`config.mk`:
```
export PLATFORM = sky130hd
export DESIGN_NAME = mb422_queue
export DESIGN_NICKNAME = d
export VERILOG_FILES = /design/src/hw/rtl/mb422_pkg.sv /design/src/hw/rtl/mb422_queue.sv
export SDC_FILE = /design/constraint.sdc
export NUM_CORES = 1
export LEC_CHECK = 0
export BUFFER_PORTS_ARGS = -buffer_cell sky130_fd_sc_hd__buf_2
export CAP_MARGIN = 20
export CORE_MARGIN = 3
export CORE_UTILIZATION = 45
export DETAILED_ROUTE_END_ITERATION = 8
export PLACE_DENSITY = 0.7
export SYNTH_ARGS = -nofsm -noshare
export SYNTH_HDL_FRONTEND = slang
export SYNTH_SLANG_ARGS = --single-unit
export TNS_END_PERCENT = 50
```
`constraint.sdc`:
```
create_clock -name clk -period 2.17 [get_ports clk]
set_input_delay 0.3255 -clock clk [delete_from_list [all_inputs] [get_ports clk]]
set_output_delay 0.3255 -clock clk [all_outputs]
set_load 0.02 [all_outputs]
```
`src/hw/rtl/mb422_pkg.sv`:
```
package mb422_pkg;

  localparam int unsigned ADDR_W   = 21;
  localparam int unsigned WORD_W   = 32;
  localparam int unsigned CFG_W    = 21;
  localparam int unsigned CFG_IDX_W = 2;
  localparam int unsigned CNT_W    = 7;
  localparam int unsigned OFS_W    = 9;
  localparam int unsigned K_W      = 6;

  // register indexes
  localparam logic [CFG_IDX_W-1:0] REG_BASE  = 2'd0;
  localparam logic [CFG_IDX_W-1:0] REG_CNT_X = 2'd1;
  localparam logic [CFG_IDX_W-1:0] REG_CNT_Y = 2'd2;

  // byte positions inside one macroblock
  localparam logic [OFS_W-1:0] V_START = 9'd64;
  localparam logic [OFS_W-1:0] Y_START = 9'd128;
  localparam logic [OFS_W-1:0] MB_LAST = 9'd383;
  localparam logic [K_W-1:0]   K_LAST  = 6'd63;

  // one macroblock's worth of work for the back end
  typedef struct packed {
    logic [ADDR_W-1:0] origin;
    logic              done;
    logic              overrun;
    logic              bank;
  } job_t;

  // sample store write: U/V take data[15:0] at {bank, idx[4:0]}, Y all 32 bits
  typedef struct packed {
    logic              u_we;
    logic              v_we;
    logic              y_we;
    logic              bank;
    logic [5:0]        idx;
    logic [31:0]       data;
  } store_wr_t;

  typedef struct packed {
    logic              re;
    logic              bank;
    logic [4:0]        c_idx;
    logic [5:0]        y_idx;
  } store_rd_t;

  typedef struct packed {
    logic [15:0]       u;
    logic [15:0]       v;
    logic [31:0]       y;
  } store_dat_t;

  typedef struct packed {
    logic              valid;
    logic              bank;
  } release_t;

endpackage

```
`src/hw/rtl/mb422_queue.sv`:
```
module mb422_queue #(
  parameter int unsigned DEPTH = 2
) (
  input  logic             clk,
  input  logic             rst,
  input  logic             push,
  input  mb422_pkg::job_t  job_in,
  input  logic             pop,
  output mb422_pkg::job_t  head,
  output logic             empty,
  output logic             full
);
  import mb422_pkg::*;

  localparam int unsigned PTR_W = (DEPTH > 1) ? $clog2(DEPTH) : 1;
  localparam int unsigned CNT_QW = $clog2(DEPTH + 1);
  localparam logic [PTR_W-1:0] PTR_LAST = PTR_W'(DEPTH - 1);

  job_t              slots [DEPTH];
  logic [PTR_W-1:0]  wr_ptr;
  logic [PTR_W-1:0]  rd_ptr;
  logic [CNT_QW-1:0] count;

  assign empty = (count == '0);
  assign full  = (count == CNT_QW'(DEPTH));
  assign head  = slots[rd_ptr];

  // store pushed job
  always_ff @(posedge clk) begin
    if (push) begin
      slots[wr_ptr] <= job_in;
    end
  end

  // advance pointers and fill count
  always_ff @(posedge clk) begin
    if (rst) begin
      wr_ptr <= '0;
      rd_ptr <= '0;
      count  <= '0;
    end else begin
      if (push) begin
        wr_ptr <= (wr_ptr == PTR_LAST) ? '0 : wr_ptr + 1'b1;
      end
      if (pop) begin
        rd_ptr <= (rd_ptr == PTR_LAST) ? '0 : rd_ptr + 1'b1;
      end
      if (push && !pop) begin
        count <= count + 1'b1;
      end else if (pop && !push) begin
        count <= count - 1'b1;
      end
    end
  end

  a_no_push_full: assert property (@(posedge clk) disable iff (rst) push |-> !full)
    else $error("job pushed into full queue");
  a_no_pop_empty: assert property (@(posedge clk) disable iff (rst) pop |-> !empty)
    else $error("job popped from empty queue");

endmodule

```
# [Word-level counts from Yosys, hierarchy flattened]
# Memory sizes are Yosys's and may differ from the RTL's. A register that Yosys moved wholly into a read port is not among the register bits.
# Index checks and enable logic that the tools add are counted.
[word_totals] ram_bits=48 mem_count=1 input_bits=28 register_bits=4
[memory_table] name="slots" depth=2 word_bits=24 rd=1 rd_ports_with_merged_regs=1 wr=1 line="mb422_queue.sv:19" text="job_t slots [DEPTH];"
[op_classes] n_eq_ne=1 add_sub_neg=4 reduce_logical=6 mux=8
[op_table] cell="$mux 1" n=6
[op_table] cell="$mux 2" n=2
[op_table] cell="$add 1x1->1 const B" n=2
[op_table] cell="$add 2x1->2 const B" n=1
[op_table] cell="$eq 2x2->1 const B" n=1
[op_table] cell="$logic_and 1x1->1" n=2
[op_table] cell="$logic_not 1->1" n=2
[op_table] cell="$logic_not 2->1" n=1
[op_table] cell="$reduce_bool 2->1" n=1
[op_table] cell="$sub 2x1->2 const B" n=1

# [Logic depth before layout (Yosys ltp)]
[logic_depth] depth_word=4 ltp_mapped=5

# [Worst setup path before layout]
# OpenSTA, ideal clock, no wires.
[synth_timing] path_kind="in2reg" start="input port push" end="memory slots[0][0] (netlist bit), enable pin" setup_time_ns=0.408 arrival_time_ns=1.431 required_ns=1.762 cell_stages=1 path_buffers=0 path_slack_ns=0.331 cell_sequence="nor2b_1"
[synth_via] elab_chain_cells=2
[synth_rtl] item="start: declaration" line="mb422_queue.sv:6" text="input logic push,"
[synth_rtl] item="$mux 1" line="mb422_queue.sv:30" text="if (push) begin"
[synth_rtl] item="$mux 1 (implied by the code)" line="mb422_queue.sv:31" text="slots[wr_ptr] <= job_in;"
[synth_rtl] item="end: declaration" line="mb422_queue.sv:19"
# No other way between the ends.

==> results.json <==
{
  "ys_seq_elements": 53,
  "numCtsBuffers": 5,
  "antenna_found_initial": 0,
  "yosysSeqAreaShare": 0.795,
  "grt_start_max_net_pins": 21,
  "coreArea_sq_um": 4090,
  "ys_warn_count": 0,
  "worst_hold_path_type": "in -> reg",
  "synth_compound_area_frac": 0.00516,
  "post_drt_wl_per_cell_um": 15.9,
  "htreeDepth": 2,
  "die-height_um": 71.7,
  "cts_resized": 0,
  "place_ws_ns": 0.677,
  "synth_nets": 126,
  "viasPerCell": 4.89,
  "ios": 54,
  "slew_headroom": 0.837,
  "critical_path_class": "reg -> out",
  "die_width_um": 71.7,
  "clkSlewWorstSetupHoldPaths_ns": 0.09,
  "async_flop_share": 0,
  "place_congestion": 0.716,
  "worstSetupStartpointType": "flop",
  "cts_tree": "built",
  "max_freq_mhz": 554,
  "core.rowCount": 23,
  "firstDrtPassIters": 4,
  "outcome": "finished clean",
  "synth_top_family_by_area": "multiplexers",
  "antenna-diode-count": 0,
  "die_area_sq_um": 5130,
  "nets": 188,
  "synth_cells": 97,
  "required_ns": 1.84,
  "clockRootBuffer": "clkbuf_8",
  "postSynthAreaPerCell_sq_um": 20.0,
  "cts_setup_buffers": 0,
  "max_cap_violations": 0,
  "p_per_area_nw_per_um2": 905,
  "yosysTopAreaCellShare": 0.743,
  "synthAdderAreaFrac": 0.00645,
  "fin_ws_ns": 0.365,
  "drive_above_1_share": 0.569,
  "yosys.area.top_type": "edfxtp_1",
  "arrival_ns": 1.48,
  "synth_edf_count": 48,
  "area_growth_pct": 24.6,
  "setup_viol": 0,
  "portBuffers": 53,
  "tns_ns": 0,
  "cts.sinks": 53,
  "wirelength_mm": 3.34,
  "synth_area_leaders": "edfxtp_1 (74%), mux2_2 (14%), dfxtp_1 (5.2%)",
  "ys_top_cells_by_count": "edfxtp_1 (48), mux2_2 (24), dfxtp_1 (5), nor2_1 (5)",
  "hold_buffers": 0,
  "insertion_delay_ns": 0.30,
  "vias": 1026,
  "setup.worst_path.end_class": "primary output",
  "synth.most_common_cell": "edfxtp_1",
  "track_usage": 0.140,
  "tightest_slew_ns": 0.244,
  "min_period_ns": 1.80,
  "post-route-period-util": 0.832,
  "leakagePower_nw": 0.932,
  "finalMaxSlewViolations": 0,
  "synthSimpleGateAreaFrac": 0.0239,
  "rsz0062_at_grt": "false",
  "synthXorXnorAreaFrac": 0.0181,
  "synth_area_sq_um": 1940,
  "grt_pass1_wl_mm": 5.29,
  "yosys_most_used_dff": "edfxtp_1",
  "overflow": 0,
  "crit_fanout": 20,
  "clock_skew_ns": 0.00210,
  "detail-route-antenna-nets": 0,
  "drtIter0Drc": 41,
  "grt_pass1_vias": 1145,
  "dp_hpwl_mm": 2.37,
  "synth.area.mux_share": 0.139,
  "final-hold-violation-count": 0,
  "drc": 0,
  "vdd_ir_drop_max_uv": 446,
  "synthDistinctLibCells": 16,
  "start_util": 0.475,
  "clk_path_buf_depth": 2
}
-- layout make-up --
class / count / area (sq um)
multi-input combinational: 40 / 377
sequential: 53 / 1540
clock buffer: 7 / 86.3
timing repair buffer: 58 / 315
tap: 50 / 62.6
clock inverter: 1 / 30.0
fill: 334 / 1670
inverter: 1 / 3.75
-- flip-flops by register name (all words and copies together) (netlist names), named ones only --
name,cells
slots,48
count,2
wr_ptr,1
rd_ptr,1
-- report_power, final --
part           switching (mW)  leakage, nW  internal, mW  total (mW)
Combinational           0.174        0.382         0.133       0.307
Clock                   0.295       0.0585         0.376       0.671
Sequential             0.0240        0.492          1.18        1.21
Total                   0.492        0.932          1.69        2.19
-- routing by layer --
layer  share of wire  vias to the layer above  global-route usage  wire length, um
met5               0                        -                   0                0
met4           0.017                        0              0.0626               57
met3           0.069                        7              0.0505              230
met2            0.51                       33               0.247             1710
met1            0.40                      497               0.149             1340
li1                -                      489                   -                -
-- stage by stage --
stage	utilization	hold WS, ns	cells	area [sq um]	power, mW
after detailed placement	0.563	0.518	202	2300	1.54
after global routing	0.591	0.187	210	2420	2.29
after global placement	0.563	0.476	202	2300	1.53
after floorplan	-	0.395	97	1940	1.42
after CTS	0.591	0.197	210	2420	2.22
final	0.591	0.212	210	2420	2.19
-- final timing paths --
path	start	end	slack [ns]	cells after the start
max reg2reg	wr_ptr	slots[1][20]	1.09	2
min	job_in[10]	slots[0][10]	0.21	1
max	flop	head[2]	0.37	3
min reg2reg	count[1]	count[1]	0.54	2
-- worst max-delay path, stage by stage, from the launching register on --
cell and delay, ns:
dfxtp_1 0.46, buf_12 0.20, mux2_2 0.35, buf_2 0.16
-- cell families (layout without fill, tap and decap cells) --
| family | count (synthesis) | after routing |
|---|---|---|
| buffers and inverters | 4 | 67 |
| multiplexers | 24 | 24 |
| flip-flops | 53 | 53 |
| adder cells (fa/ha/maj) | 1 | 1 |
| XOR/XNOR | 4 | 4 |
| AO/OA/AOI/OAI | 2 | 2 |
| AND/OR/NAND/NOR | 9 | 9 |
-- cell usage in the layout, fill, tap and decap left out, drive strengths merged --
master,synthesis,routed
buf,3,58
nor2b,1,1
o21ai,1,1
bufinv,0,1
clkbuf,0,7
inv,1,1
and2b,1,1
mux2,24,24
xnor2,2,2
nor2,5,5
dfxtp,5,5
and2,1,1
ha,1,1
edfxtp,48,48
or3,1,1
a21oi,1,1
xor2,2,2
Power figures use the tool's default switching activity.
