## src/hw/rtl/mb422_pkg.sv

```systemverilog
package mb422_pkg;

  localparam int unsigned ADDR_W   = 21;
  localparam int unsigned WORD_W   = 32;
  localparam int unsigned CFG_W    = 21;
  localparam int unsigned CFG_IDX_W = 2;
  localparam int unsigned CNT_W    = 7;
  localparam int unsigned OFS_W    = 9;
  localparam int unsigned K_W      = 6;

  // register indexes
  localparam logic [CFG_IDX_W-1:0] REG_BASE  = 2'd0;
  localparam logic [CFG_IDX_W-1:0] REG_CNT_X = 2'd1;
  localparam logic [CFG_IDX_W-1:0] REG_CNT_Y = 2'd2;

  // byte positions inside one macroblock
  localparam logic [OFS_W-1:0] V_START = 9'd64;
  localparam logic [OFS_W-1:0] Y_START = 9'd128;
  localparam logic [OFS_W-1:0] MB_LAST = 9'd383;
  localparam logic [K_W-1:0]   K_LAST  = 6'd63;

  // one macroblock's worth of work for the back end
  typedef struct packed {
    logic [ADDR_W-1:0] origin;
    logic              done;
    logic              overrun;
    logic              bank;
  } job_t;

  // sample store write: U/V take data[15:0] at {bank, idx[4:0]}, Y all 32 bits
  typedef struct packed {
    logic              u_we;
    logic              v_we;
    logic              y_we;
    logic              bank;
    logic [5:0]        idx;
    logic [31:0]       data;
  } store_wr_t;

  typedef struct packed {
    logic              re;
    logic              bank;
    logic [4:0]        c_idx;
    logic [5:0]        y_idx;
  } store_rd_t;

  typedef struct packed {
    logic [15:0]       u;
    logic [15:0]       v;
    logic [31:0]       y;
  } store_dat_t;

  typedef struct packed {
    logic              valid;
    logic              bank;
  } release_t;

endpackage

```

## src/hw/rtl/mb422_result_if.sv

```systemverilog
interface mb422_result_if;
  import mb422_pkg::*;

  logic              valid;
  logic              ready;
  logic [ADDR_W-1:0] word_addr;
  logic [WORD_W-1:0] word_even;
  logic [WORD_W-1:0] word_odd;
  logic              last_of_block;
  logic              frame_done;
  logic              overrun;

  modport source (output valid, output word_addr, output word_even, output word_odd,
                  output last_of_block, output frame_done, output overrun, input ready);
  modport sink (input valid, input word_addr, input word_even, input word_odd,
                input last_of_block, input frame_done, input overrun, output ready);
endinterface

```

## src/hw/rtl/mb422_back.sv

```systemverilog
module mb422_back (
  input  logic                   clk,
  input  logic                   rst,
  input  mb422_pkg::job_t        head,
  input  logic                   q_empty,
  output logic                   pop,
  output mb422_pkg::release_t    rel,
  output mb422_pkg::store_rd_t   rd,
  input  mb422_pkg::store_dat_t  dat,
  mb422_result_if.source         result
);
  import mb422_pkg::*;

  logic [K_W-1:0]    k;
  logic              out_valid;
  logic [ADDR_W-1:0] addr_r;
  logic              last_r;
  logic              done_r;
  logic              ovr_r;
  logic              issue;
  logic              job_end;

  // issue one result when a job waits and the output register frees up
  assign issue   = !q_empty && (!out_valid || result.ready);
  assign job_end = head.overrun || (k == K_LAST);
  assign pop     = issue && job_end;

  assign rel.valid = pop && !head.overrun;
  assign rel.bank  = head.bank;

  // row r = k[5:2], pair column k[1:0]
  assign rd.re    = issue && !head.overrun;
  assign rd.bank  = head.bank;
  assign rd.c_idx = {k[5:3], k[1:0]};
  assign rd.y_idx = {k[5], k[1], k[4:2], k[0]};

  // walk the 64 results of a job, or the single result of an overrun job
  always_ff @(posedge clk) begin
    if (rst) begin
      k         <= '0;
      out_valid <= 1'b0;
    end else begin
      if (issue) begin
        k <= job_end ? '0 : k + 1'b1;
      end
      if (issue) begin
        out_valid <= 1'b1;
      end else if (result.ready) begin
        out_valid <= 1'b0;
      end
    end
  end

  // side fields travel next to the store read data
  always_ff @(posedge clk) begin
    if (issue) begin
      addr_r <= head.overrun ? '0
              : head.origin + {9'd0, k[5:2], 5'd0, k[1:0], 1'b0};
      last_r <= job_end;
      done_r <= !head.overrun && (k == K_LAST) && head.done;
      ovr_r  <= head.overrun;
    end
  end

  assign result.valid         = out_valid;
  assign result.word_addr     = addr_r;
  assign result.word_even     = ovr_r ? '0 : {dat.y[15:8], dat.v[7:0], dat.y[7:0], dat.u[7:0]};
  assign result.word_odd      = ovr_r ? '0
                              : {dat.y[31:24], dat.v[15:8], dat.y[23:16], dat.u[15:8]};
  assign result.last_of_block = last_r;
  assign result.frame_done    = done_r;
  assign result.overrun       = ovr_r;

  a_mid_job_head: assert property (@(posedge clk) disable iff (rst) (k != '0) |-> !q_empty)
    else $error("job left the queue before its last result");
  a_overrun_single: assert property (@(posedge clk) disable iff (rst)
      (issue && head.overrun) |=> (result.overrun && result.last_of_block && !result.frame_done))
    else $error("overrun result malformed");
  a_done_on_last: assert property (@(posedge clk) disable iff (rst)
      (result.valid && result.frame_done) |-> result.last_of_block)
    else $error("frame done away from last result");

endmodule

```

## src/flat_wrapper.sv

```systemverilog
// flat-port wrapper written by rule: the top's interface ports become plain ports
module mb422_back_flat import mb422_pkg::*;
  (clk, rst, head, q_empty, pop, rel, rd, dat, result_valid, result_word_addr, result_word_even, result_word_odd, result_last_of_block, result_frame_done, result_overrun, result_ready);
  mb422_result_if result_i ();
  input  logic clk;
  input  logic rst;
  input  mb422_pkg::job_t head;
  input  logic q_empty;
  output logic pop;
  output mb422_pkg::release_t rel;
  output mb422_pkg::store_rd_t rd;
  input  mb422_pkg::store_dat_t dat;
  output wire logic [$bits(result_i.valid)-1:0] result_valid;
  output wire logic [$bits(result_i.word_addr)-1:0] result_word_addr;
  output wire logic [$bits(result_i.word_even)-1:0] result_word_even;
  output wire logic [$bits(result_i.word_odd)-1:0] result_word_odd;
  output wire logic [$bits(result_i.last_of_block)-1:0] result_last_of_block;
  output wire logic [$bits(result_i.frame_done)-1:0] result_frame_done;
  output wire logic [$bits(result_i.overrun)-1:0] result_overrun;
  input wire logic [$bits(result_i.ready)-1:0] result_ready;
  assign result_valid = result_i.valid;
  assign result_word_addr = result_i.word_addr;
  assign result_word_even = result_i.word_even;
  assign result_word_odd = result_i.word_odd;
  assign result_last_of_block = result_i.last_of_block;
  assign result_frame_done = result_i.frame_done;
  assign result_overrun = result_i.overrun;
  assign result_i.ready = result_ready;
  mb422_back u_core (.clk(clk), .rst(rst), .head(head), .q_empty(q_empty), .pop(pop), .rel(rel), .rd(rd), .dat(dat), .result(result_i));
endmodule
```

## config.mk

```make
export PLATFORM = sky130hd
export DESIGN_NAME = mb422_back_flat
export DESIGN_NICKNAME = d
export VERILOG_FILES = /design/src/hw/rtl/mb422_pkg.sv /design/src/hw/rtl/mb422_result_if.sv /design/src/hw/rtl/mb422_back.sv /design/src/flat_wrapper.sv
export SDC_FILE = /design/constraint.sdc
export NUM_CORES = 1
export LEC_CHECK = 0
export BUFFER_PORTS_ARGS = -buffer_cell sky130_fd_sc_hd__buf_2
export CELL_PAD_IN_SITES_DETAIL_PLACEMENT = 1
export CELL_PAD_IN_SITES_GLOBAL_PLACEMENT = 2
export CORE_MARGIN = 4
export CORE_UTILIZATION = 18
export CTS_BUF_LIST = sky130_fd_sc_hd__clkbuf_4 sky130_fd_sc_hd__clkbuf_8
export DETAILED_ROUTE_END_ITERATION = 8
export PLACE_DENSITY = 0.89
export SLEW_MARGIN = 20
export SYNTH_ARGS = -nofsm -noshare
export SYNTH_HDL_FRONTEND = slang
export SYNTH_SLANG_ARGS = --single-unit
export TNS_END_PERCENT = 20
```

## constraint.sdc

```tcl
create_clock -name clk -period 2.3 [get_ports clk]
set_clock_uncertainty 0.1 [all_clocks]
set_input_delay 0.46 -clock clk [delete_from_list [all_inputs] [get_ports clk]]
set_output_delay 0.46 -clock clk [all_outputs]
set_load 0.02 [all_outputs]
```

### Yosys cells after proc, flatten, opt, wreduce, memory -nomap -nowiden

Cells that the tools add are included.

* $add $sub $neg: 2
* eq/ne operators: 1
* multiplexer cells: 5
* reductions and logical operators: 12

Operator list (number)
* $mux W32: 2
* $add A21 B12 Y21: 1
* $add A6 B1 Y6 const B: 1
* $eq A6 B6 Y1 const B: 1
* $logic_and A1 B1 Y1: 6
* $mux W6: 1
* $logic_not A1 Y1: 3
* $logic_or A1 B1 Y1: 2
* $mux W1: 2
* $reduce_bool A2 Y1: 1

* register bits: 31
* input bits: 92
* output and inout port bits: 105
* logic and storage cells: 26

### Longest topological paths before layout

* depth after elaboration: 5
* mapped depth: 7
* depth with buffers taken out: 7

### Least setup slack after synthesis

No wires, ideal clock.

* path kind: register -> register
* from: reg u_core.k[0]
* to: reg u_core.addr_r[13], in the netlist u_core.result.word_addr[13] (data pin)
* setup time: 0.260 ns
* arrival time: 2.131 ns
* data required time: 1.940 ns
* setup slack: -0.191 ns
* cell stages (with the launch flop): 8
* path buffers: 0
* clock period less this slack: 2.491 ns
* path through: dfxtp_1 > ha_1 > inv_1 > fa_1 > and3b_1 > nand3b_1 > a21oi_1 > mux2_2

* cells in the longest elaborated chain, start to end: 1

Ends and longest elaborated chain
* start, declared: RTL line mb422_back.sv:14 `logic [K_W-1:0] k;`
* start signal, assigned: RTL line mb422_back.sv:44 `k <= job_end ? '0 : k + 1'b1;`
* $add A21 B12 Y21: RTL line mb422_back.sv:58 `: head.origin + {9'd0, k[5:2], 5'd0, k[1:0], 1'b0};`
* end signal, assigned: RTL line mb422_back.sv:57 `addr_r <= head.overrun ? '0`
* end, declared: RTL line mb422_back.sv:16 `logic [ADDR_W-1:0] addr_r;`

No other way between the ends.
A chain may end at the register's enable or synchronous reset.

### Worst setup path in the final report

* from: reg u_core.k[0]
* to: reg u_core.addr_r[15], in the netlist u_core.result.word_addr[15] (data pin)

Same word-level chain as after synthesis.

==> reports/metrics.cfg <==
[timing]
whs_ps = 294
finalCritPeriodShare_pct = 98.1
rsz0062_at_grt = true
relSlewSlack_pct = 79.5
period_minus_slack_ps = 2260
hold_viol = 0
final_max_slew_viol_count = 0
setup_viol = 0
max_freq_ghz = 0.443
worst_pin_slew_ps = 305

[synth]
synth-main-ff-cell = edfxtp_1
syn_nets = 351
synth_top_area_share_pct = 31.6
ys_seq_area_share_pct = 37.7
postSynthCellCount = 251
async_reset_ff_share_pct = 0
synth_top_family_by_area = simple AND/OR/NAND/NOR gates
syn_area_per_cell_sq_um = 9.09
synth-simple-area-share_pct = 35.0
synthMuxAreaShare_pct = 3.95
ys_warn_count = 0
synthXorXnorAreaFrac_pct = 4.22
yosys-top-cells-area = edfxtp_1 (32%), nor2b_1 (20%), dfxtp_1 (6.1%)
synthAdderAreaFrac_pct = 4.72
synth_edf_count = 24
yosysMostFrequentCell = nor2b_1
ys_types = 45
synth-seq-cells = 31
synth_top_cell_by_area = edfxtp_1
synth_compound_area_share_pct = 8.56
syn_area_sq_um = 2280
netlist_top_cells_count = nor2b_1 (74), edfxtp_1 (24), nor2_1 (24)

[cts]
clock_latency_ps = 280
hold_buffers = 0
cts_max_path_buffers = 2
cts_tree = done
clock_sinks = 31
clk_pin_slew_worst_paths_ps = 70
htree_levels = 2
cts_inserted_buffers = 5
root_buffer = clkbuf_8

[route]
vias = 2547
ant_nets = 0
wl_per_cell_um = 15.9
dr.pass1.iters = 4
drc_errors = 0
finalWirelength_um = 9890
viasPerCell = 4.11
drt_iter0_markers = 72

[floorplanning]
die_x_um = 121
die_h_um = 121
initial_core_util_pct = 18.7
die-area_sq_um = 14500
core_sq_um = 12200
boundaryPins = 197
num_rows = 40

[placed_design]
place_congestion = 0.724
dpl.cell_count = 610
io_buffers = 193
dp_hpwl_um = 8420

[power_and_ir_drop]
power.leakage_nw = 1.76
peakVddDrop_v = 0.000236
p_per_area_nw_per_um2 = 431

[global_route]
grt-ovfl-total = 0
grt_pass1_vias = 2582
antenna_found_initial = 1
grt_max_degree = 66
grt_usage_pct = 12.5
grt_pass1_wl_um = 14300

[run_status]
outcome = finished clean

[finish]
drive_above_1_share_pct = 52.7
fin_nets = 551
n_antenna_cell = 0
instances_no_fill = 620
syn2layout_area_growth_pct = 58.5

[critical_path]
cp_max_fo = 6
r2r_end = u_core.result.word_addr[15]
worstReg2RegStart = u_core.k[0]
ff2ff_setup_slack_ps = 40
critPathArrivalTime_ps = 2190
r2r_cells = 7
critPathKind = register to register
crit_required_ps = 2240
worst_setup_path_end_kind = register
critPathLaunchType = register

[run]
cap_violations = 0

[min_path]
min_to = u_core.k[0]
min_path_type = input pin to register
worstHoldStart = rst
whs_path_depth = 2

## cell usage in the layout, fill, tap and decap left out, types with 3 or more instances in the layout
master	count
a21o_1	3
a21oi_1	13
a21oi_2	3
buf_2	193
buf_4	19
clkbuf_8	5
clkinv_2	3
dfxtp_1	5
edfxtp_1	24
ha_1	7
inv_1	6
mux2_2	4
nand2_1	8
nand3_1	8
nand4_1	5
nor2_1	24
nor2b_1	74
nor3b_1	4
xnor2_1	6
xor2_1	5
## timing repair
action,4_1_cts,5_1_grt
gates resized for setup,0,5
endpoints found under the setup margin,0,8
buffers inserted,0,2
## worst max-delay path by stage
stage	from	cells after the start	end	slack, ps
floorplan	head[4]	7	u_core.result.word_addr[13]	10
global placement	head[4]	8	u_core.result.word_addr[19]	-160
detailed placement	head[4]	8	u_core.result.word_addr[17]	-230
CTS	u_core.k[0]	7	u_core.result.word_addr[17]	7
global route	u_core.k[0]	7	u_core.result.word_addr[15]	-50
finish	u_core.k[0]	7	u_core.result.word_addr[15]	40
## per-stage QoR
step | TNS (ps) | util, % | power (mW) | setup WS, ps | instance area [sq um]
3_3_place_gp | -840 | 28.7 | 1.15 | -157 | 3500
3_5_place_dp | -1130 | 28.7 | 1.16 | -226 | 3500
2_1_floorplan | 0 | - | 0.929 | 11.3 | 2290
6_report | 0 | 29.6 | 1.56 | 43.6 | 3610
4_1_cts | 0 | 29.3 | 1.59 | 7.46 | 3580
5_1_grt | -196 | 29.6 | 1.64 | -46.2 | 3610
## registers in the layout (all words and copies together), names as in the netlist
register / count
u_core.result.last_of_block: 1
u_core.result.overrun: 1
u_core.result.word_addr: 21
u_core.result.valid: 1
u_core.result.frame_done: 1
u_core.k: 6
## cell type report
| class | instances | area, sq um |
|---|---|---|
| clock buffers | 5 | 68.8 |
| inverters | 6 | 22.5 |
| multi-input cells | 194 | 1310 |
| fillers | 1547 | 8600 |
| clock inverters | 3 | 15.0 |
| well taps | 168 | 210 |
| flip-flops and latches | 31 | 863 |
| repair buffers | 213 | 1130 |
## power breakdown
group	leakage (nW)	internal, mW	switching (mW)
Sequential	0.297	0.639	0.00922
Combinational	1.42	0.196	0.294
Clock	0.0477	0.207	0.214
Total	1.76	1.04	0.517
## routing by layer
layer / GRT usage, % / share of wire (%) / up-vias
met5: 0 / 0 / -
met4: 2.55 / 1.2 / 0
met3: 3.93 / 9.7 / 10
met2: 23.5 / 50 / 126
met1: 13.8 / 39 / 1166
li1: - / - / 1245
## worst max-delay path, stage by stage, from the launching register on
cell,delay [ps]
dfxtp_2,330
ha_1,150
inv_1,60
fa_2,330
and3b_2,250
nand3b_1,230
a21oi_1,250
mux2_4,320
## kinds of logic after synthesis
kind of cell / after synthesis
multiplexers: 8
adder cells (fa/ha/maj): 8
AND/OR/NAND/NOR: 138
flip-flops: 31
XOR/XNOR: 11
buffers and inverters: 26
AO/OA/AOI/OAI: 29
Power figures use the tool's default switching activity.
