## src/hw/rtl/mb422_pkg.sv

```systemverilog
package mb422_pkg;

  localparam int unsigned ADDR_W   = 21;
  localparam int unsigned WORD_W   = 32;
  localparam int unsigned CFG_W    = 21;
  localparam int unsigned CFG_IDX_W = 2;
  localparam int unsigned CNT_W    = 7;
  localparam int unsigned OFS_W    = 9;
  localparam int unsigned K_W      = 6;

  // register indexes
  localparam logic [CFG_IDX_W-1:0] REG_BASE  = 2'd0;
  localparam logic [CFG_IDX_W-1:0] REG_CNT_X = 2'd1;
  localparam logic [CFG_IDX_W-1:0] REG_CNT_Y = 2'd2;

  // byte positions inside one macroblock
  localparam logic [OFS_W-1:0] V_START = 9'd64;
  localparam logic [OFS_W-1:0] Y_START = 9'd128;
  localparam logic [OFS_W-1:0] MB_LAST = 9'd383;
  localparam logic [K_W-1:0]   K_LAST  = 6'd63;

  // one macroblock's worth of work for the back end
  typedef struct packed {
    logic [ADDR_W-1:0] origin;
    logic              done;
    logic              overrun;
    logic              bank;
  } job_t;

  // sample store write: U/V take data[15:0] at {bank, idx[4:0]}, Y all 32 bits
  typedef struct packed {
    logic              u_we;
    logic              v_we;
    logic              y_we;
    logic              bank;
    logic [5:0]        idx;
    logic [31:0]       data;
  } store_wr_t;

  typedef struct packed {
    logic              re;
    logic              bank;
    logic [4:0]        c_idx;
    logic [5:0]        y_idx;
  } store_rd_t;

  typedef struct packed {
    logic [15:0]       u;
    logic [15:0]       v;
    logic [31:0]       y;
  } store_dat_t;

  typedef struct packed {
    logic              valid;
    logic              bank;
  } release_t;

endpackage

```

## src/hw/rtl/mb422_byte_if.sv

```systemverilog
interface mb422_byte_if;
  logic       valid;
  logic       ready;
  logic [7:0] data_byte;

  modport source (output valid, output data_byte, input ready);
  modport sink (input valid, input data_byte, output ready);
endinterface

```

## src/hw/rtl/mb422_front.sv

```systemverilog
module mb422_front (
  input  logic                          clk,
  input  logic                          rst,
  mb422_byte_if.sink                    stream,
  input  logic                          cfg_we,
  input  logic [mb422_pkg::CFG_IDX_W-1:0] cfg_index,
  input  logic [mb422_pkg::CFG_W-1:0]   cfg_data,
  input  logic                          q_full,
  output logic                          push,
  output mb422_pkg::job_t               job,
  input  mb422_pkg::release_t           rel,
  output mb422_pkg::store_wr_t          wr
);
  import mb422_pkg::*;

  logic [ADDR_W-1:0] base;
  logic [CNT_W-1:0]  cnt_x;
  logic [CNT_W-1:0]  cnt_y;
  logic [OFS_W-1:0]  byte_offset;
  logic [5:0]        block_x;
  logic [6:0]        block_y;
  logic              wbank;
  logic [1:0]        bank_busy;
  logic [1:0]        bank_busy_next;
  logic [23:0]       hold;

  logic              accept;
  logic              mb_end;
  logic [6:0]        nx;
  logic [6:0]        ny;
  logic              x_wrap;
  logic [7:0]        y_byte;

  // take bytes while the write bank is free and the queue has room
  assign stream.ready = !bank_busy[wbank] && !q_full;
  assign accept       = stream.valid && stream.ready;
  assign mb_end       = accept && (byte_offset == MB_LAST);

  // next position
  assign nx     = {1'b0, block_x} + 7'd1;
  assign ny     = block_y + 7'd1;
  assign x_wrap = (nx >= cnt_x) || nx[6];

  // job for a completed macroblock
  assign push        = mb_end;
  assign job.overrun = (block_y >= cnt_y);
  assign job.origin  = base + {2'b00, block_y, 12'd0} + {12'd0, block_x, 3'd0};
  assign job.done    = ((x_wrap ? ny : block_y) >= cnt_y);
  assign job.bank    = wbank;

  // steer the byte into the sample stores
  assign y_byte = {~byte_offset[7], byte_offset[6:0]};
  always_comb begin
    wr.u_we = 1'b0;
    wr.v_we = 1'b0;
    wr.y_we = 1'b0;
    wr.bank = wbank;
    wr.idx  = {1'b0, byte_offset[5:1]};
    wr.data = {8'd0, 8'd0, stream.data_byte, hold[23:16]};
    if (byte_offset < V_START) begin
      wr.u_we = accept && byte_offset[0];
    end else if (byte_offset < Y_START) begin
      wr.v_we = accept && byte_offset[0];
    end else begin
      wr.y_we = accept && (y_byte[1:0] == 2'b11);
      wr.idx  = y_byte[7:2];
      wr.data = {stream.data_byte, hold};
    end
  end

  // collect bytes until a store word is complete
  always_ff @(posedge clk) begin
    if (accept) begin
      hold <= {stream.data_byte, hold[23:8]};
    end
  end

  // mark banks in use until the back end has read them out
  always_comb begin
    bank_busy_next = bank_busy;
    if (rel.valid) begin
      bank_busy_next[rel.bank] = 1'b0;
    end
    if (mb_end && !job.overrun) begin
      bank_busy_next[wbank] = 1'b1;
    end
  end

  // stream position, registers and bank control
  always_ff @(posedge clk) begin
    if (rst) begin
      base        <= '0;
      cnt_x       <= 7'd1;
      cnt_y       <= 7'd1;
      byte_offset <= '0;
      block_x     <= '0;
      block_y     <= '0;
      wbank       <= 1'b0;
      bank_busy   <= '0;
    end else begin
      bank_busy <= bank_busy_next;
      if (accept) begin
        byte_offset <= mb_end ? '0 : byte_offset + 1'b1;
      end
      if (mb_end && !job.overrun) begin
        wbank <= ~wbank;
        if (x_wrap) begin
          block_x <= '0;
          block_y <= ny;
        end else begin
          block_x <= nx[5:0];
        end
      end
      // a write to any listed register restarts the stream
      if (cfg_we) begin
        case (cfg_index)
          REG_BASE: begin
            base        <= cfg_data;
            byte_offset <= '0;
            block_x     <= '0;
            block_y     <= '0;
          end
          REG_CNT_X: begin
            cnt_x       <= cfg_data[CNT_W-1:0];
            byte_offset <= '0;
            block_x     <= '0;
            block_y     <= '0;
          end
          REG_CNT_Y: begin
            cnt_y       <= cfg_data[CNT_W-1:0];
            byte_offset <= '0;
            block_x     <= '0;
            block_y     <= '0;
          end
          default: begin
          end
        endcase
      end
    end
  end

endmodule

```

## src/flat_wrapper.sv

```systemverilog
// flat-port wrapper written by rule: the top's interface ports become plain ports
module mb422_front_flat import mb422_pkg::*;
  (clk, rst, cfg_we, cfg_index, cfg_data, q_full, push, job, rel, wr, stream_valid, stream_data_byte, stream_ready);
  mb422_byte_if stream_i ();
  input  logic clk;
  input  logic rst;
  input  logic cfg_we;
  input  logic [mb422_pkg::CFG_IDX_W-1:0] cfg_index;
  input  logic [mb422_pkg::CFG_W-1:0] cfg_data;
  input  logic q_full;
  output logic push;
  output mb422_pkg::job_t job;
  input  mb422_pkg::release_t rel;
  output mb422_pkg::store_wr_t wr;
  input wire logic [$bits(stream_i.valid)-1:0] stream_valid;
  input wire logic [$bits(stream_i.data_byte)-1:0] stream_data_byte;
  output wire logic [$bits(stream_i.ready)-1:0] stream_ready;
  assign stream_i.valid = stream_valid;
  assign stream_i.data_byte = stream_data_byte;
  assign stream_ready = stream_i.ready;
  mb422_front u_core (.clk(clk), .rst(rst), .stream(stream_i), .cfg_we(cfg_we), .cfg_index(cfg_index), .cfg_data(cfg_data), .q_full(q_full), .push(push), .job(job), .rel(rel), .wr(wr));
endmodule
```

## config.mk

```make
export PLATFORM = sky130hd
export DESIGN_NAME = mb422_front_flat
export DESIGN_NICKNAME = d
export VERILOG_FILES = /design/src/hw/rtl/mb422_pkg.sv /design/src/hw/rtl/mb422_byte_if.sv /design/src/hw/rtl/mb422_front.sv /design/src/flat_wrapper.sv
export SDC_FILE = /design/constraint.sdc
export NUM_CORES = 1
export LEC_CHECK = 0
export BUFFER_PORTS_ARGS = -buffer_cell sky130_fd_sc_hd__buf_2
export CAP_MARGIN = 20
export CORE_MARGIN = 1
export CORE_UTILIZATION = 55
export DETAILED_ROUTE_END_ITERATION = 10
export PLACE_DENSITY = 0.92
export SETUP_SLACK_MARGIN = 0.05
export SLEW_MARGIN = 0
export SYNTH_ARGS = -nofsm -noshare
export SYNTH_HDL_FRONTEND = slang
export SYNTH_SLANG_ARGS = --single-unit
```

## constraint.sdc

```tcl
create_clock -name clk -period 4.67 [get_ports clk]
set_input_delay 0.7005 -clock clk [delete_from_list [all_inputs] [get_ports clk]]
set_output_delay 0.7005 -clock clk [all_outputs]
set_load 0.05 [all_outputs]
```

======== After elaboration in Yosys (flattened, before gate mapping) ========
Index checks and enable logic that the tools add are counted.
operators by class
  add/sub/neg operators ................... 5
  order comparisons ....................... 9
  equality and inequality tests ........... 4
  mux-type cells .......................... 26
  bitwise operators ....................... 5
  reductions and logical operators ........ 17
operator list
  operator             count
  $mux 38              2
  $mux 9               4
  $mux 7               4
  $mux 6               4
  $add 21x19->21       1
  $add 21x9->21        1
  $ge 7x7->1           3
  $add 9x1->9 const B  1
  $eq 9x9->1 const B   1
  $lt 9x7->1 const B   1
  $lt 9x8->1 const B   1
  $logic_and 1x1->1    8
  $add 6x1->7 const B  1
  $add 7x1->7 const B  1
  $mux 1               7
  $mux 2               3
  $reduce_and 2->1     3
  $eq 2x2->1 const B   2
  $lt 1x2->1 const B   2
  $logic_not 1->1      3
  $reduce_or 3->1      1
  $and 2x2->2          1
  $demux 1 s1          2
  $eq 2x1->1 const B   1
  other kinds (6)      8
word-level totals
  flip-flop bits (word level) ............. 84
  input port bits ......................... 38
  output and inout port bits .............. 68
  logic and storage cells ................. 75

======== Depth between registers and ports, before layout ========
Gate-level depths: netlist of run 1.
  word-level depth ........................ 10
  mapped depth ............................ 15
  depth with buffers taken out ............ 14

======== Worst setup path after synthesis of run 1 ========
OpenSTA, ideal clock, no wires.
  path kind ............................... flip-flop to output port
  start point ............................. register u_core.block_x[0]
  end point ............................... output job[2] (netlist bit)
  data arrival time ....................... 4.182 ns
  required time ........................... 3.970 ns
  setup slack ............................. -0.212 ns
  stages on the path, launching flop included .. 15
  path buffers ............................ 1
  cells stage by stage .................... dfxtp_1 -> ha_1 -> nand3_1 -> xnor2_1 -> ha_1 -> a21oi_1 -> o21ai_0 -> a211oi_2 -> buf_6 -> mux2_2 -> ha_1 -> a21o_1 -> a21o_1 -> a211oi_1 -> o31ai_1
RTL lines
  what                    RTL line            text
  from (decl)             mb422_front.sv:20   logic [5:0] block_x;
  from (signal assigned)  mb422_front.sv:111  block_x <= nx[5:0];
  to (decl)               flat_wrapper.sv:12  output mb422_pkg::job_t job;

==> flow_metrics.py, run 1 <==
metrics = {
    "power_and_ir_drop": {
        "share_clk_of_total_power": 0.329,
        "internal_power_mw": 1.06,
        "swShare": 0.278,
        "share_seq_of_total_power": 0.531,
        "power.leakage_nw": 2.58,
        "report.power.total_mw": 1.47,
        "portion_of_total_power_attributed_to_combinational_logic": 0.140,
        "p_switching_mw": 0.409,
        "power_per_cell_area_nw_per_um2": 258,
        "ir_worst_vdd_uv": 157,
    },
    "clocking": {
        "cts-root-to-sink-buffers": 2,
        "tritoncts_num_sinks": 84,
        "cts_made_buffers": 9,
        "cts_tree": "built",
        "ctsHoldBuffers": 0,
        "clk-insertion-delay-late_ns": 0.35,
        "cts.reportedPaths.clkPinSlew_ns": 0.09,
        "root_buffer": "sky130_fd_sc_hd__clkbuf_8",
        "ctsHtreeMaxLevel": 3,
    },
    "yosys": {
        "synth_edf_count": 24,
        "dominantRegCellSynth": "sky130_fd_sc_hd__dfxtp_1",
        "cell_types_occupying_the_most_area_after_synthesis": "sky130_fd_sc_hd__dfxtp_1 (25%), sky130_fd_sc_hd__edfxtp_1 (15%), sky130_fd_sc_hd__ha_1 (9.5%)",
        "yosys_warnings": 0,
        "proportion_of_synthesized_chip_area_in_sequential_cells": 0.393,
        "post-synth-top-area-fraction": 0.245,
        "synth_async_sr_flop_share": 0,
        "mappedNetlistArea_um2": 4890,
        "synth-seq-cells": 84,
        "mappedNetlistNets": 606,
        "synth.avg_cell_area_um2": 9.23,
        "postSynthCellCount": 530,
        "synthDistinctLibCells": 57,
        "synthDominantAreaCellType": "sky130_fd_sc_hd__dfxtp_1",
    },
    "sta": {
        "skew_final_ns": 0.0145,
        "timing.final.max_slew_violations": 0,
        "period_needed_ns": 4.47,
        "finalSetupViolCount": 0,
        "timing.final.ws_setup_ns": 0.205,
        "timing.final.crit_share": 0.956,
        "slew_headroom": 0.513,
        "achievable-frequency_ghz": 0.224,
        "timing_worst_slew_pin_value_ns": 0.731,
        "rsz0062_at_grt": "no",
        "final.setup.tns_ns": 0,
        "timing_hold_violations_final": 0,
    },
    "critical_path": {
        "worst-path-max-fanout": 6,
        "worst-endpoint-arrival_ns": 3.76,
        "crit_buf_inv": 2,
        "levels_on_crit_path": 15,
        "crit_path_category": "flop to output port",
        "critical_path_cell_list": "ha_4 -> nand3_1 -> xnor2_2 -> ha_1 -> a21oi_1 -> o21ai_1 -> a211oi_2 -> buf_4 -> mux2_2 -> ha_1 -> a21o_1 -> a21o_1 -> a211oi_2 -> o31ai_2 -> clkbuf_4",
        "cp_data_required_time_ns": 3.97,
        "critPathTopFamily": "compound AO/OA/AOI/OAI gates",
        "worst_path_slowest_cell": "sky130_fd_sc_hd__dfxtp_2",
        "start_kind": "flop",
        "ff2ff_path_depth": 12,
        "worst_path_largest_cell_delay_ns": 0.41,
        "endpoint_kind": "output port",
    },
    "cells_and_area": {
        "layout-drive-gt1-share": 0.271,
        "fin_nets": 705,
        "final_common_cell": "sky130_fd_sc_hd__buf_2",
        "layoutNonFillerInstCount": 742,
        "insertedDiodeCount": 0,
        "syn2layout_area_growth_pct": 16.4,
        "most-common-layout-cells": "sky130_fd_sc_hd__buf_2 (104), sky130_fd_sc_hd__nand2_1 (70), sky130_fd_sc_hd__dfxtp_1 (56)",
    },
    "drt": {
        "remaining_drc_errors": 0,
        "drt_antenna_net_count": 0,
        "route.detailed.vias_per_inst": 5.63,
        "total_iterations_of_the_first_detailed_routing_run": 5,
        "drt_iter0_markers": 276,
        "detailroute.via_count": 4181,
        "drt-total-wl_um": 11300,
        "routedWlPerCell_um": 15.2,
    },
    "place": {
        "post-place-cells": 723,
        "preCtsSetupSlack_ns": 0.0553,
        "detailed_place_hpwl_um": 8430,
        "io_buffers": 105,
        "gp_congestion": 0.999,
    },
    "global_routing": {
        "grt_max_degree": 41,
        "grt_pass1_vias": 3942,
        "grt_first_pass_wirelength_um": 18000,
        "global_route.usage.total": 0.253,
        "grt_antenna_before_repair": 0,
        "gr_overflow_total": 0,
    },
    "die": {
        "placeableCoreArea_um2": 8680,
        "die_x_um": 96.3,
        "placementRows": 34,
        "dieArea_um2": 9280,
        "starting_utilization_of_the_core_area": 0.564,
        "die_height_um": 96.3,
        "top_level_ports": 106,
    },
    "run_status": {
        "outcome": "finished clean",
    },
    "min_path": {
        "hp-class": "flop to flop",
        "holdPathStages": 0,
    },
    "flow_run": {
        "max_cap_violations": 0,
    },
}
-- Yosys cell counts (4+ instances only) --
cell type                  instances
sky130_fd_sc_hd__o31ai_1           5
sky130_fd_sc_hd__nor4_1            6
sky130_fd_sc_hd__a21o_1            6
sky130_fd_sc_hd__nor3_1            5
sky130_fd_sc_hd__xnor2_1          18
sky130_fd_sc_hd__dfxtp_1          60
sky130_fd_sc_hd__and3_1            4
sky130_fd_sc_hd__mux2_2           21
sky130_fd_sc_hd__ha_1             37
sky130_fd_sc_hd__a21oi_1          50
sky130_fd_sc_hd__nand2b_1          5
sky130_fd_sc_hd__buf_4             5
sky130_fd_sc_hd__inv_1            25
sky130_fd_sc_hd__nand4_1           4
sky130_fd_sc_hd__xor2_1           15
sky130_fd_sc_hd__nand3_1          15
sky130_fd_sc_hd__nor2_1           40
sky130_fd_sc_hd__clkbuf_1         13
sky130_fd_sc_hd__nand2_1          70
sky130_fd_sc_hd__o21ai_0          14
sky130_fd_sc_hd__edfxtp_1         24
sky130_fd_sc_hd__nor2b_1          20
sky130_fd_sc_hd__a211o_1           4
sky130_fd_sc_hd__mux2i_1          16
-- path summary, 6_finish.rpt --
| check | startpoint | to | slack, ns |
|---|---|---|---|
| setup / recovery | u_core.block_x[1]$_SDFF_PP0_ | job[2] | 0.20 |
| hold / removal | u_core.hold[14]$_DFFE_PP_ | u_core.hold[6]$_DFFE_PP_ | 0.45 |
| setup reg to reg | u_core.block_x[1]$_SDFF_PP0_ | u_core.block_y[3]$_SDFF_PP0_ | 1.83 |
| hold reg to reg | u_core.hold[14]$_DFFE_PP_ | u_core.hold[6]$_DFFE_PP_ | 0.45 |
-- registers in the layout (all words and copies together), names as in the netlist --
register	count
u_core.block_x	6
u_core.wbank	1
u_core.base	21
u_core.block_y	7
u_core.hold	24
u_core.cnt_y	7
u_core.bank_busy	2
u_core.byte_offset	9
u_core.cnt_x	7
-- power by group through the flow --
stage                     combinational (mW)  sequential [mW]  clock, mW
after detailed placement               0.196            0.797          0
after global placement                 0.189            0.795          0
after global routing                   0.220            0.782      0.523
after CTS                              0.204            0.780      0.491
after floorplan                        0.144            0.793          0
final                                  0.206            0.779      0.483
-- cells by family after synthesis --
family | share of synthesized area
buf+inv | 0.0491
fa+ha+maj | 0.0987
simple gates | 0.189
compound gates | 0.130
mux | 0.0811
xor+xnor | 0.0591
flops | 0.393
-- layout make-up --
cell class | count | area [um2]
clock buffer | 11 | 151
clock inverter | 5 | 35.0
fill | 698 | 2980
inverter | 25 | 93.8
multi-input combinational | 397 | 2770
sequential | 84 | 1930
tap | 108 | 135
timing repair buffer | 112 | 581
-- what timing repair did --
action,4_1_cts,5_1_grt
setup endpoints to repair,1,1
setup buffers,3,0
pin swaps,1,0
gates cloned,0,0
resized for setup,4,7
-- per-stage QoR --
stage | cell area (um2) | util | hold WS [ns]
floorplan | 4900 | - | 0.422
global placement | 5450 | 0.628 | 0.425
detailed placement | 5450 | 0.628 | 0.441
CTS | 5670 | 0.653 | 0.450
global route | 5690 | 0.656 | 0.471
finish | 5690 | 0.656 | 0.448
-- layer usage --
metal,GRT usage,wire (um),share of wire
met1,0.297,4880,0.43
met2,0.456,5310,0.47
met3,0.0379,798,0.071
met4,0.107,284,0.025
met5,0,0,0
Power figures use the tool's default switching activity.
==> run 2, diff against run 1 <==
CORE_UTILIZATION = 53   (was 55)
CTS_CLUSTER_SIZE = 24   (was not set)
PLACE_DENSITY = 0.89   (was 0.92)
==> flow_metrics.py, run 2 (same netlist as run 1, synthesis figures left out) <==
metrics = {
    "run_status": {
        "outcome": "finished, violations left",
        "violations_in_the_final_reports": "DRC",
    },
    "drt": {
        "routedWlPerCell_um": 14.8,
        "route.detailed.vias_per_inst": 5.60,
        "remaining_drc_errors": 14,
        "drt_antenna_net_count": 0,
        "total_iterations_of_the_first_detailed_routing_run": 9,
        "drt-total-wl_um": 11000,
        "drt_iter0_markers": 194,
        "detailroute.via_count": 4153,
    },
    "place": {
        "gp_congestion": 0.888,
        "dpl-instance-area_um2": 5450,
        "preCtsSetupSlack_ns": 0.287,
        "post-place-cells": 723,
        "io_buffers": 105,
        "detailed_place_hpwl_um": 8220,
    },
    "power_and_ir_drop": {
        "p_switching_mw": 0.408,
        "internal_power_mw": 1.08,
        "portion_of_total_power_attributed_to_combinational_logic": 0.135,
        "ir_worst_vdd_uv": 150,
        "share_clk_of_total_power": 0.342,
        "power.leakage_nw": 2.56,
        "share_seq_of_total_power": 0.523,
        "power_per_cell_area_nw_per_um2": 263,
        "swShare": 0.274,
    },
    "die": {
        "die_x_um": 98.1,
        "starting_utilization_of_the_core_area": 0.553,
        "placeableCoreArea_um2": 8850,
        "placementRows": 34,
        "dieArea_um2": 9620,
        "top_level_ports": 106,
        "die_height_um": 98.1,
    },
    "clocking": {
        "ctsHtreeMaxLevel": 3,
        "ctsHoldBuffers": 0,
        "cts_made_buffers": 9,
        "clk-insertion-delay-late_ns": 0.35,
        "cts-root-to-sink-buffers": 2,
        "cts.reportedPaths.clkPinSlew_ns": 0.09,
        "root_buffer": "sky130_fd_sc_hd__clkbuf_8",
        "cts_tree": "built",
        "tritoncts_num_sinks": 84,
    },
    "global_routing": {
        "grt_first_pass_wirelength_um": 18000,
        "gr_overflow_total": 0,
        "grt_antenna_before_repair": 0,
        "grt_pass1_vias": 4002,
        "global_route.usage.total": 0.230,
        "grt_max_degree": 41,
    },
    "critical_path": {
        "worst-endpoint-arrival_ns": 3.75,
        "crit_path_category": "flop to output port",
        "worst-path-max-fanout": 7,
        "start_kind": "flop",
        "cp_data_required_time_ns": 3.97,
        "endpoint_kind": "output port",
    },
    "sta": {
        "timing.final.max_slew_violations": 0,
        "finalSetupViolCount": 0,
        "achievable-frequency_ghz": 0.225,
        "timing_hold_violations_final": 0,
        "period_needed_ns": 4.45,
        "timing_worst_slew_pin_value_ns": 0.744,
        "skew_final_ns": 0.00991,
        "timing.final.crit_share": 0.953,
        "timing.final.ws_setup_ns": 0.217,
        "slew_headroom": 0.504,
    },
    "min_path": {
        "hp-class": "flop to flop",
    },
    "cells_and_area": {
        "insertedDiodeCount": 0,
        "max_reg_flops": 24,
        "fin_nets": 704,
        "reg.largest.list": "u_core.hold x24, u_core.base x21, u_core.byte_offset x9",
        "syn2layout_area_growth_pct": 15.9,
        "postLayoutCellArea_um2": 5670,
        "final_common_cell": "sky130_fd_sc_hd__buf_2",
        "layoutNonFillerInstCount": 741,
        "largest_register": "u_core.hold",
        "most-common-layout-cells": "sky130_fd_sc_hd__buf_2 (104), sky130_fd_sc_hd__nand2_1 (70), sky130_fd_sc_hd__dfxtp_1 (57)",
        "final_core_utilization": 0.641,
        "layout-drive-gt1-share": 0.267,
    },
    "flow_run": {
        "max_cap_violations": 0,
    },
}
-- run 2: cell types whose count changed in the layout (fill, tap and decap cells not counted), sizes merged --
cell and change:
bufinv +1, buf -1, clkinv -1, clkinvlp +1
clkbuf -1
-- run 2: path summary, 6_finish.rpt --
check,from,end,slack (ns),cells after the start
hold / removal,u_core.hold[10]$_DFFE_PP_,u_core.hold[2]$_DFFE_PP_,0.44,0
hold reg to reg,u_core.hold[10]$_DFFE_PP_,u_core.hold[2]$_DFFE_PP_,0.44,0
setup reg to reg,u_core.block_x[3]$_SDFF_PP0_,u_core.block_y[3]$_SDFF_PP0_,1.86,12
setup / recovery,u_core.block_x[0]$_SDFF_PP0_,job[2],0.22,16
-- run 2: stage by stage --
stage / power, mW / setup TNS, ns / hold slack (ns)
floorplan: 0.937 / 0 / 0.422
global placement: 0.985 / 0 / 0.426
detailed placement: 0.991 / 0 / 0.430
CTS: 1.50 / 0 / 0.449
global route: 1.55 / -0.00378 / 0.454
finish: 1.49 / 0 / 0.445
-- run 2: what timing repair did --
item | 4_1_cts | 5_1_grt
resized for setup | 1 | 8
endpoints found under the setup margin | 1 | 1
buffers inserted | 2 | 0
pin swaps | 1 | 0
-- run 2: routing by layer --
| metal | track usage | wire length, um |
|---|---|---|
| met5 | 0.00513 | 0 |
| met2 | 0.398 | 5250 |
| met3 | 0.0408 | 561 |
| met1 | 0.289 | 4960 |
| met4 | 0.0793 | 192 |
-- run 2: worst max-delay path, cell delays in order, from the launching register on --
cell and delay (ns):
sky130_fd_sc_hd__dfxtp_2 0.40, sky130_fd_sc_hd__ha_2 0.24, sky130_fd_sc_hd__nand3_1 0.11, sky130_fd_sc_hd__xnor2_1 0.24, sky130_fd_sc_hd__ha_1 0.29, sky130_fd_sc_hd__a21oi_1 0.19, sky130_fd_sc_hd__o21ai_2 0.10, sky130_fd_sc_hd__a211oi_2 0.21
sky130_fd_sc_hd__buf_4 0.16, sky130_fd_sc_hd__xnor2_1 0.11, sky130_fd_sc_hd__ha_1 0.24, sky130_fd_sc_hd__nand2b_1 0.13, sky130_fd_sc_hd__a21o_1 0.18, sky130_fd_sc_hd__a21o_1 0.17, sky130_fd_sc_hd__a211oi_1 0.29, sky130_fd_sc_hd__o31ai_2 0.11
sky130_fd_sc_hd__clkbuf_4 0.22
-- run 2: layout make-up --
class | instances | area [um2]
clock inverter | 6 | 63.8
clock buffer | 10 | 128
timing repair buffer | 111 | 573
tap | 108 | 135
inverter | 25 | 93.8
fill | 725 | 3180
multi-input combinational | 397 | 2750
sequential | 84 | 1930
-- run 2: power by group through the flow --
| stage | combinational (mW) | clock [mW] | sequential [mW] |
|---|---|---|---|
| finish | 0.201 | 0.509 | 0.780 |
| global route | 0.216 | 0.552 | 0.782 |
| detailed placement | 0.194 | 0 | 0.797 |
| global placement | 0.189 | 0 | 0.795 |
| floorplan | 0.144 | 0 | 0.793 |
| CTS | 0.199 | 0.521 | 0.780 |
==> run 3, diff against run 2 <==
ABC_AREA = 1   (was not set)
CORE_UTILIZATION = 45   (was 53)
PLACE_DENSITY = 0.78   (was 0.89)
==> flow_metrics.py, run 3 <==
metrics = {
    "yosys": {
        "proportion_of_synthesized_chip_area_in_sequential_cells": 0.368,
        "mappedNetlistArea_um2": 5220,
        "post-synth-top-area-fraction": 0.230,
        "postSynthCellCount": 749,
        "dominantRegCellSynth": "sky130_fd_sc_hd__dfxtp_1",
        "synth_edf_count": 24,
        "synth-seq-cells": 84,
        "yosysMostFrequentCell": "sky130_fd_sc_hd__nand2_1",
        "mappedNetlistNets": 825,
        "synth.avg_cell_area_um2": 6.97,
        "synthDominantAreaCellType": "sky130_fd_sc_hd__dfxtp_1",
        "synth_async_sr_flop_share": 0,
        "synth_cell_count_leaders": "sky130_fd_sc_hd__nand2_1 (158), sky130_fd_sc_hd__nor2_1 (132), sky130_fd_sc_hd__inv_1 (113)",
        "cell_types_occupying_the_most_area_after_synthesis": "sky130_fd_sc_hd__dfxtp_1 (23%), sky130_fd_sc_hd__edfxtp_1 (14%), sky130_fd_sc_hd__nand2_1 (11%)",
        "yosys_warnings": 0,
        "synthDistinctLibCells": 32,
    },
    "sta": {
        "timing_hold_violations_final": 0,
        "timing_worst_slew_pin_value_ns": 0.912,
        "skew_final_ns": 0.0111,
        "final.setup.tns_ns": 0,
        "rsz0062_at_grt": "no",
        "timing.final.crit_share": 0.925,
        "period_needed_ns": 4.32,
        "finalSetupViolCount": 0,
        "achievable-frequency_ghz": 0.231,
        "slew_headroom": 0.391,
        "timing.final.max_slew_violations": 0,
    },
    "critical_path": {
        "critical_path_cell_list": "ha_1 -> nand3_2 -> nor2_2 -> nand2_2 -> inv_1 -> ha_1 -> nand2_1 -> inv_1 -> a21oi_4 -> nand3_2 -> nand2_1 -> nand2_1 -> ha_1 -> nand2_1 -> nor2_1 -> nand4_1 -> o2111ai_1 -> buf_2",
        "r2r_setup_slack_ns": 2.05,
        "levels_on_crit_path": 18,
        "start_kind": "flop",
        "startpoint": "u_core.block_x[0]$_SDFF_PP0_",
        "cp_data_required_time_ns": 3.97,
        "worst_path_largest_cell_delay_ns": 0.47,
        "crit_buf_inv": 3,
        "critPathTopFamily": "simple AND/OR/NAND/NOR gates",
        "endpoint_kind": "output port",
        "crit_path_frequent_cell": "sky130_fd_sc_hd__nand2_1",
        "crit_path_category": "flop to output port",
        "worst_path_slowest_cell": "sky130_fd_sc_hd__dfxtp_1",
        "worst-endpoint-arrival_ns": 3.62,
        "ff2ff_path_depth": 14,
        "worst-path-max-fanout": 12,
        "timing.rr.start": "u_core.block_x[0]$_SDFF_PP0_",
    },
    "flow_run": {
        "max_cap_violations": 0,
    },
    "place": {
        "dpl-instance-area_um2": 5820,
        "detailed_place_hpwl_um": 8990,
        "io_buffers": 105,
        "post-place-cells": 974,
        "gp_congestion": 0.919,
    },
    "power_and_ir_drop": {
        "power.leakage_nw": 3.27,
        "p_switching_mw": 0.528,
        "ir_worst_vdd_uv": 149,
        "share_seq_of_total_power": 0.450,
        "power_per_cell_area_nw_per_um2": 285,
        "share_clk_of_total_power": 0.393,
        "swShare": 0.302,
        "internal_power_mw": 1.22,
        "portion_of_total_power_attributed_to_combinational_logic": 0.157,
    },
    "drt": {
        "drt-total-wl_um": 12000,
        "detailroute.via_count": 4877,
        "total_iterations_of_the_first_detailed_routing_run": 5,
        "routedWlPerCell_um": 12.1,
        "drt_iter0_markers": 278,
        "route.detailed.vias_per_inst": 4.92,
        "remaining_drc_errors": 0,
        "drt_antenna_net_count": 0,
    },
    "global_routing": {
        "grt_pass1_vias": 4419,
        "grt_first_pass_wirelength_um": 20000,
        "grt_antenna_before_repair": 0,
        "grt_max_degree": 61,
        "gr_overflow_total": 0,
        "global_route.usage.total": 0.210,
    },
    "cells_and_area": {
        "syn2layout_area_growth_pct": 17.5,
        "layoutNonFillerInstCount": 991,
        "postLayoutCellArea_um2": 6130,
        "reg.largest.list": "u_core.hold x24, u_core.base x21, u_core.byte_offset x9",
        "most-common-layout-cells": "sky130_fd_sc_hd__nand2_1 (158), sky130_fd_sc_hd__nor2_1 (131), sky130_fd_sc_hd__inv_1 (113)",
        "layout-drive-gt1-share": 0.168,
        "fin_nets": 922,
        "final_common_cell": "sky130_fd_sc_hd__nand2_1",
        "insertedDiodeCount": 0,
        "max_reg_flops": 24,
        "largest_register": "u_core.hold",
    },
    "min_path": {
        "holdPathStages": 0,
        "hp-class": "flop to flop",
        "hp-start": "u_core.hold[9]$_DFFE_PP_",
    },
    "clocking": {
        "clk-insertion-delay-late_ns": 0.34,
        "post_cts.repair.setup_buffers": 0,
        "cts_made_buffers": 9,
        "post_cts_resized": 0,
        "cts-root-to-sink-buffers": 2,
        "cts_tree": "built",
        "tritoncts_num_sinks": 84,
        "ctsHtreeMaxLevel": 3,
        "cts.reportedPaths.clkPinSlew_ns": 0.07,
        "ctsHoldBuffers": 0,
        "root_buffer": "sky130_fd_sc_hd__clkbuf_16",
    },
    "die": {
        "starting_utilization_of_the_core_area": 0.471,
        "dieArea_um2": 12000,
        "die_height_um": 110,
        "placementRows": 38,
        "die_x_um": 110,
        "placeableCoreArea_um2": 11100,
        "top_level_ports": 106,
    },
    "run_status": {
        "outcome": "finished clean",
    },
}
-- run 3: worst paths after layout --
check	endpoint
max	job[2]
min reg2reg	u_core.hold[1]$_DFFE_PP_
min	u_core.hold[1]$_DFFE_PP_
max reg2reg	u_core.block_y[1]$_SDFF_PP0_
-- run 3: power by group through the flow --
stage / combinational, mW / sequential [mW] / clock [mW]
3_3_place_gp: 0.270 / 0.801 / 0
4_1_cts: 0.276 / 0.786 / 0.697
3_5_place_dp: 0.275 / 0.802 / 0
6_report: 0.275 / 0.786 / 0.686
5_1_grt: 0.306 / 0.789 / 0.727
2_1_floorplan: 0.208 / 0.799 / 0
-- run 3: kinds of logic after synthesis --
logic type               share of synthesized area
AND/OR/NAND/NOR                              0.289
buffers and inverters                        0.104
AO/OA/AOI/OAI                                0.121
flip-flops                                   0.368
adder cells (fa/ha/maj)                     0.0925
XOR/XNOR                                    0.0252
-- run 3: area by class of cell --
type | count | area (um2)
Clock buffer | 9 | 225
Fill cell | 1077 | 4940
Sequential cell | 84 | 1920
Tap cell | 140 | 175
Inverter | 115 | 432
Timing Repair Buffer | 107 | 553
Clock inverter | 7 | 63.8
Multi-Input combinational cell | 529 | 2760
-- run 3: per-stage QoR --
stage	total power, mW	util	hold WS (ns)	setup WS (ns)
final	1.75	0.554	0.452	0.349
after floorplan	1.01	-	0.426	0.894
after global routing	1.82	0.554	0.456	0.0519
after global placement	1.07	0.526	0.431	0.841
after CTS	1.76	0.552	0.453	0.348
after detailed placement	1.08	0.526	0.435	0.747
-- run 3: metal layers --
metal,global-route usage,part of all wire,up-vias,routed length [um]
met5,0,0,-,0
met4,0.0514,0.0091,0,109
met3,0.0356,0.051,10,613
met2,0.362,0.45,142,5360
met1,0.273,0.49,2133,5890
li1,-,-,2592,-
